===== src/rtl/gsdt_pkg.sv =====
// Shared constants and types for the generation stamped direct table.
// No dependencies; interfaces, core and key fold use it by scoped names.
package gsdt_pkg;

   localparam int unsigned ACT_W   = 3;
   localparam int unsigned KEY_W   = 12;
   localparam int unsigned DATA_W  = 32;
   localparam int unsigned POS_W   = 13;
   localparam int unsigned STAMP_W = 30;

   // generation wraps back to one once it has reached this value
   localparam logic [STAMP_W-1:0] GEN_LIMIT = STAMP_W'(2 << 28);
   localparam logic [STAMP_W-1:0] GEN_FIRST = STAMP_W'(1);

   typedef enum logic [ACT_W-1:0] {
      ACT_FETCH   = 3'd0,
      ACT_SEARCH  = 3'd1,
      ACT_INSERT  = 3'd2,
      ACT_ERASE   = 3'd3,
      ACT_CLEAR   = 3'd4,
      ACT_ITERATE = 3'd5
   } action_type;

   typedef enum logic [2:0] {
      ST_WIPE,
      ST_IDLE,
      ST_INDEX,
      ST_EXEC,
      ST_ITER_KEY,
      ST_ITER_ENTRY,
      ST_ITER_CHECK
   } state_type;

endpackage


===== src/rtl/gsdt_key_fold.sv =====
// Reduces a request key modulo the table depth by reciprocal multiply.
// Depends on gsdt_pkg. Quotient registered on load, remainder next cycle.
module gsdt_key_fold #(
   parameter int unsigned TABLE_DEPTH = 4096,
   parameter int unsigned IDX_W       = 12
) (
   input  logic                        clock,
   input  logic                        load,
   input  logic [gsdt_pkg::KEY_W-1:0]  key,
   output logic [IDX_W-1:0]            index
);

   // exact for every 12-bit key: the error of the reciprocal stays below 1/depth
   localparam int unsigned RECIP_SH = 24;
   localparam int unsigned RECIP_W  = RECIP_SH + 1;
   localparam longint unsigned RECIP = (64'd1 << RECIP_SH) / TABLE_DEPTH + 1;
   localparam int unsigned PROD_W   = gsdt_pkg::KEY_W + RECIP_W;
   localparam int unsigned DEPTH_W  = $clog2(TABLE_DEPTH + 1);
   localparam int unsigned REM_W    = gsdt_pkg::KEY_W + DEPTH_W;

   logic [PROD_W-1:0]              prod;
   logic [gsdt_pkg::KEY_W-1:0]     quot_in;
   logic [gsdt_pkg::KEY_W-1:0]     quot_ff;
   logic [gsdt_pkg::KEY_W-1:0]     key_ff;
   logic [REM_W-1:0]               qd;
   logic [REM_W-1:0]               rem;

   assign prod    = PROD_W'(key) * PROD_W'(RECIP);
   assign quot_in = prod[RECIP_SH +: gsdt_pkg::KEY_W];

   always_ff @(posedge clock) begin
      if (load) begin
         key_ff  <= key;
         quot_ff <= quot_in;
      end
   end

   assign qd    = REM_W'(quot_ff) * REM_W'(TABLE_DEPTH);
   assign rem   = REM_W'(key_ff) - qd;
   assign index = rem[IDX_W-1:0];

endmodule


===== config.mk =====
export PLATFORM = sky130hd
export DESIGN_NAME = gsdt_key_fold
export DESIGN_NICKNAME = d
export VERILOG_FILES = /design/src/rtl/gsdt_pkg.sv /design/src/rtl/gsdt_key_fold.sv
export SDC_FILE = /design/constraint.sdc
export NUM_CORES = 1
export LEC_CHECK = 0
export ABC_CLOCK_PERIOD_IN_PS = 800
export BUFFER_PORTS_ARGS = -buffer_cell sky130_fd_sc_hd__buf_2
export CAP_MARGIN = 0
export CORE_AREA = 4 4 41 43
export DETAILED_ROUTE_END_ITERATION = 16
export DIE_AREA = 0 0 45 47
export HOLD_SLACK_MARGIN = 0.08
export PLACE_DENSITY_LB_ADDON = 0.25
export REMOVE_ABC_BUFFERS = 1
export SYNTH_ARGS = -nofsm -noshare
export SYNTH_HDL_FRONTEND = slang
export SYNTH_SLANG_ARGS = --single-unit

===== constraint.sdc =====
create_clock -name clock -period 0.8 [get_ports clock]
set_input_delay 0.04 -clock clock [delete_from_list [all_inputs] [get_ports clock]]
set_output_delay 0.04 -clock clock [all_outputs]
set_load 0.005 [all_outputs]

Yosys cells after proc, flatten, opt, wreduce, memory -nomap -nowiden
Cells that the tools add are included.
{"block": "word_totals", "out_inout_bits": 12, "in_bits": 14, "word_cells": 2, "regBits": 12}
{"block": "classes", "n_addsub": 1}
{"cell": "subtractor 12 x 1 -> 12 bit (second input constant)", "n": 1}

Longest topological paths before layout
{"block": "logic_depth", "word_depth": 1, "depth_mapped": 0, "mapped_depth_nobuf": 0}

Least setup slack after synthesis
No wires, ideal clock.
{"block": "synth_timing", "kind": "register to output", "from": "register key_ff[0] (netlist bit)", "to": "output index[0]", "t_arrival_ps": 355, "t_required_ps": 760, "path_stages_with_launch": 1, "setup_slack_ps": 405, "path_buffers": 0, "path_cell_list": "edfxtp_1"}
{"block": "synth_via", "elab_chain_cells": 1}
{"element": "start, declared", "line_no": "gsdt_key_fold.sv:24", "rtl": "logic [gsdt_pkg::KEY_W-1:0] key_ff;"}
{"element": "start signal, assigned", "line_no": "gsdt_key_fold.sv:33", "rtl": "key_ff <= key;"}
{"element": "subtractor 12 x 1 -> 12 bit", "line_no": "gsdt_key_fold.sv:39", "rtl": "assign rem = REM_W'(key_ff) - qd;"}
{"element": "end, declared", "line_no": "gsdt_key_fold.sv:10", "rtl": "output logic [IDX_W-1:0] index"}
Every way passes these cells.

Worst setup path after layout
{"block": "layout_timing", "from": "register key_ff[2] (netlist bit)", "to": "output index[2]"}
Same word-level chain as after synthesis.

==> out/qor_table.md <==
| Item | Value |
|---|---|
| Total global routing track utilization | 0.0879 |
| Leading cell type in the layout, fill and taps excluded | sky130_fd_sc_hd__buf_2 |
| Registers with the most flip-flops | key_ff (12) |
| Fraction of power consumed by sequential logic | 0.596 |
| Number of distinct library cell variants in the gate-level netlist after synthesis | 1 |
| Starting DRT DRC Count | 2 |
| Count of endpoints failing hold in the final timing report | 0 |
| Largest register by flop count | key_ff |
| Post-cts sizing count | 0 |
| Time the worst path needs with I/O delays and setup | 0.813 ns |
| Maximum number of buffers from clock root to sink | 2 |
| Area share of the leading cell type in the synthesized netlist | 1.00 |
| Leading cell types in the layout, fill and taps excluded | 25 x sky130_fd_sc_hd__buf_2, 12 x sky130_fd_sc_hd__dlygate4sd3_1, 12 x sky130_fd_sc_hd__edfxtp_1, 3 x sky130_fd_sc_hd__clkbuf_4, 1 x sky130_fd_sc_hd__clkinv_1 |
| Sequence of cells on the critical path | buf_2 |
| Gate power share | 0.109 |
| Pin count of the biggest net entering global routing | 13 |
| Average wire per cell in the routed design | 11.1 microns |
| Maximum capacitance violations | 0 |
| Worst hold margin | 0.157 ns |
| Power density cells | 1950 mW/mm^2 |
| Beginning of the critical path | key_ff[2]$_DFFE_PP_ |
| RSZ-0062 raised after global routing | true |
| Antenna violations before repair | 0 |
| Final Max Tran Viols | 0 |
| Failing checks | setup timing |
| Source of the worst hold timing path | load |
| GRT overflow | 0 |
| Area growth from synthesis to layout | 80.6% |
| Top post-synthesis cells by area | sky130_fd_sc_hd__edfxtp_1 100% |
| Net count, final | 68 |
| Number of endpoints failing setup at the final stage | 3 |
| Share of cells above drive strength 1 | 0.528 |
| Worst Setup Slack, final | -0.0134 ns |
| Flip-flop count of the largest register, all copies and words added | 12 |
| Dpl ws | 0.170 ns |
| Worst-path clk slew | 0.08 ns |
| Reported leakage power | 0.281 nW |
| Final weighted congestion of routability-driven global placement | 0.651 |
| DRC | 0 |
| Post-synthesis cell count | 12 |
| Type of the setup path with the least slack | register to output port |
| Required time of the critical path | 0.76 ns |
| Clock tree from TritonCTS | built |
| Power share of the clock group | 0.294 |
| Sequential-to-total area share from yosys stat | 1.00 |
| Total routed wirelength | 752 microns |
| Number of nets still failing antenna checks after routing | 0 |
| Global-route wire length before repair | 1200 microns |
| Maximum level of the CTS H-tree | 1 |
| Total number of clock tree sinks | 12 |
| PortBufs | 25 |
| Yosys Warn Count | 0 |
| Via count of the first global-routing pass | 271 |
| Max_slew headroom | 0.821 |
| Category of cells accounting for the largest share of critical-path delay | flip-flops |
| Area of the multi-input gates | 0 sq um |
| TritonRoute pass-1 iters | 2 |
| Status | finished, violations left |
| CTS Buf Count | 3 |
| Synthesized area per cell | 30.0 sq um |
| Synth Cell Area | 360 sq um |
| Sw power | 0.250 mW |
| Largest area contributor in the synthesized netlist | sky130_fd_sc_hd__edfxtp_1 |
| Crit-path max cell delay | 0.37 ns |
| Combined buffer and inverter count along the critical path | 1 |
| Die Y-Extent | 47 microns |
| Critical Path Slowest Stage Cell | sky130_fd_sc_hd__edfxtp_1 |
| Number of vias in the routed layout | 266 |
| Power Internal | 1.02 mW |
| Number of rows created at floorplan | 13 |
| Count of boundary I/O pins | 26 |
| Share of total power consumed by net switching | 0.197 |
| Data arrival time at the worst-slack endpoint | 0.77 ns |
| FF+latch count, synth | 12 |
| CTS root buffer | sky130_fd_sc_hd__clkbuf_4 |
| Worst voltage drop across the vdd grid | 1.15 mV |
| Element type at the critical path start | register |
| Die Span X | 45 microns |
| #MultiIn Comb | 0 |
| Maximum operating frequency | 1.23 GHz |
| Type of the most critical hold path | primary input to register |
| Highest net fanout along the worst path | 1 |
| Ratio of final minimum period to clock period | 1.02 |
| Core region area | 0.00130 sq mm |
| Number of vias per cell after detailed routing | 3.91 |
| Die footprint | 0.00212 sq mm |
| Capturing element type of the critical path | output port |
| Starting density of the core | 0.277 |
| Transition time of the tightest slew-check pin | 0.268 ns |
| Inserted Diodes | 0 |
path summary, 6_finish.rpt:
kind | endpoint | cells after the start
worst min-delay path | key_ff[5]$_DFFE_PP_ | 1
worst max-delay path | index[2] | 1
metrics by stage:
stage               TNS (ns)  cells  instance area, sq um  total power, mW  utilization
global route          -0.508     68                   651             1.33        0.500
detailed placement         0     52                   504            0.866        0.388
finish               -0.0261     68                   651             1.27        0.500
global placement           0     52                   504            0.863        0.388
CTS                  -0.0785     68                   651             1.28        0.500
floorplan                  0     12                   360            0.781            -
cell type report:
type,count,area (sq um)
clock inverter,1,3.75
clock buffer,3,22.5
sequential,12,360
fill,114,651
tap,15,18.8
timing repair buffer,37,245
kinds of logic (layout without fill, tap and decap cells):
logic type / after synthesis / after routing / synth area share
buf+inv: 0 / 41 / 0
flops: 12 / 12 / 1.00
power groups by stage:
stage	registers [mW]	clock network, mW	logic, mW
after floorplan	0.781	0	0
after global placement	0.769	0	0.0943
after detailed placement	0.770	0	0.0965
after CTS	0.755	0.382	0.142
after global routing	0.761	0.419	0.153
final	0.755	0.373	0.138
repair_timing:
action,CTS,global route
setup buffers,0,0
hold buffers,12,0
setup endpoints to repair,7,12
pin swaps,0,0
gates cloned,0,0
hold endpoints to repair,12,0
Yosys cell counts:
cell,n
sky130_fd_sc_hd__edfxtp_1,12
layer usage:
| metal | up-vias | global-route usage | part of all wire |
|---|---|---|---|
| met4 | 0 | 0.0702 | 0.031 |
| met3 | 4 | 0.0460 | 0.13 |
| met1 | 115 | 0.0821 | 0.34 |
| met2 | 18 | 0.144 | 0.50 |
| met5 | - | 0 | 0 |
| li1 | 129 | - | - |
(Power assumes the default switching activity.)
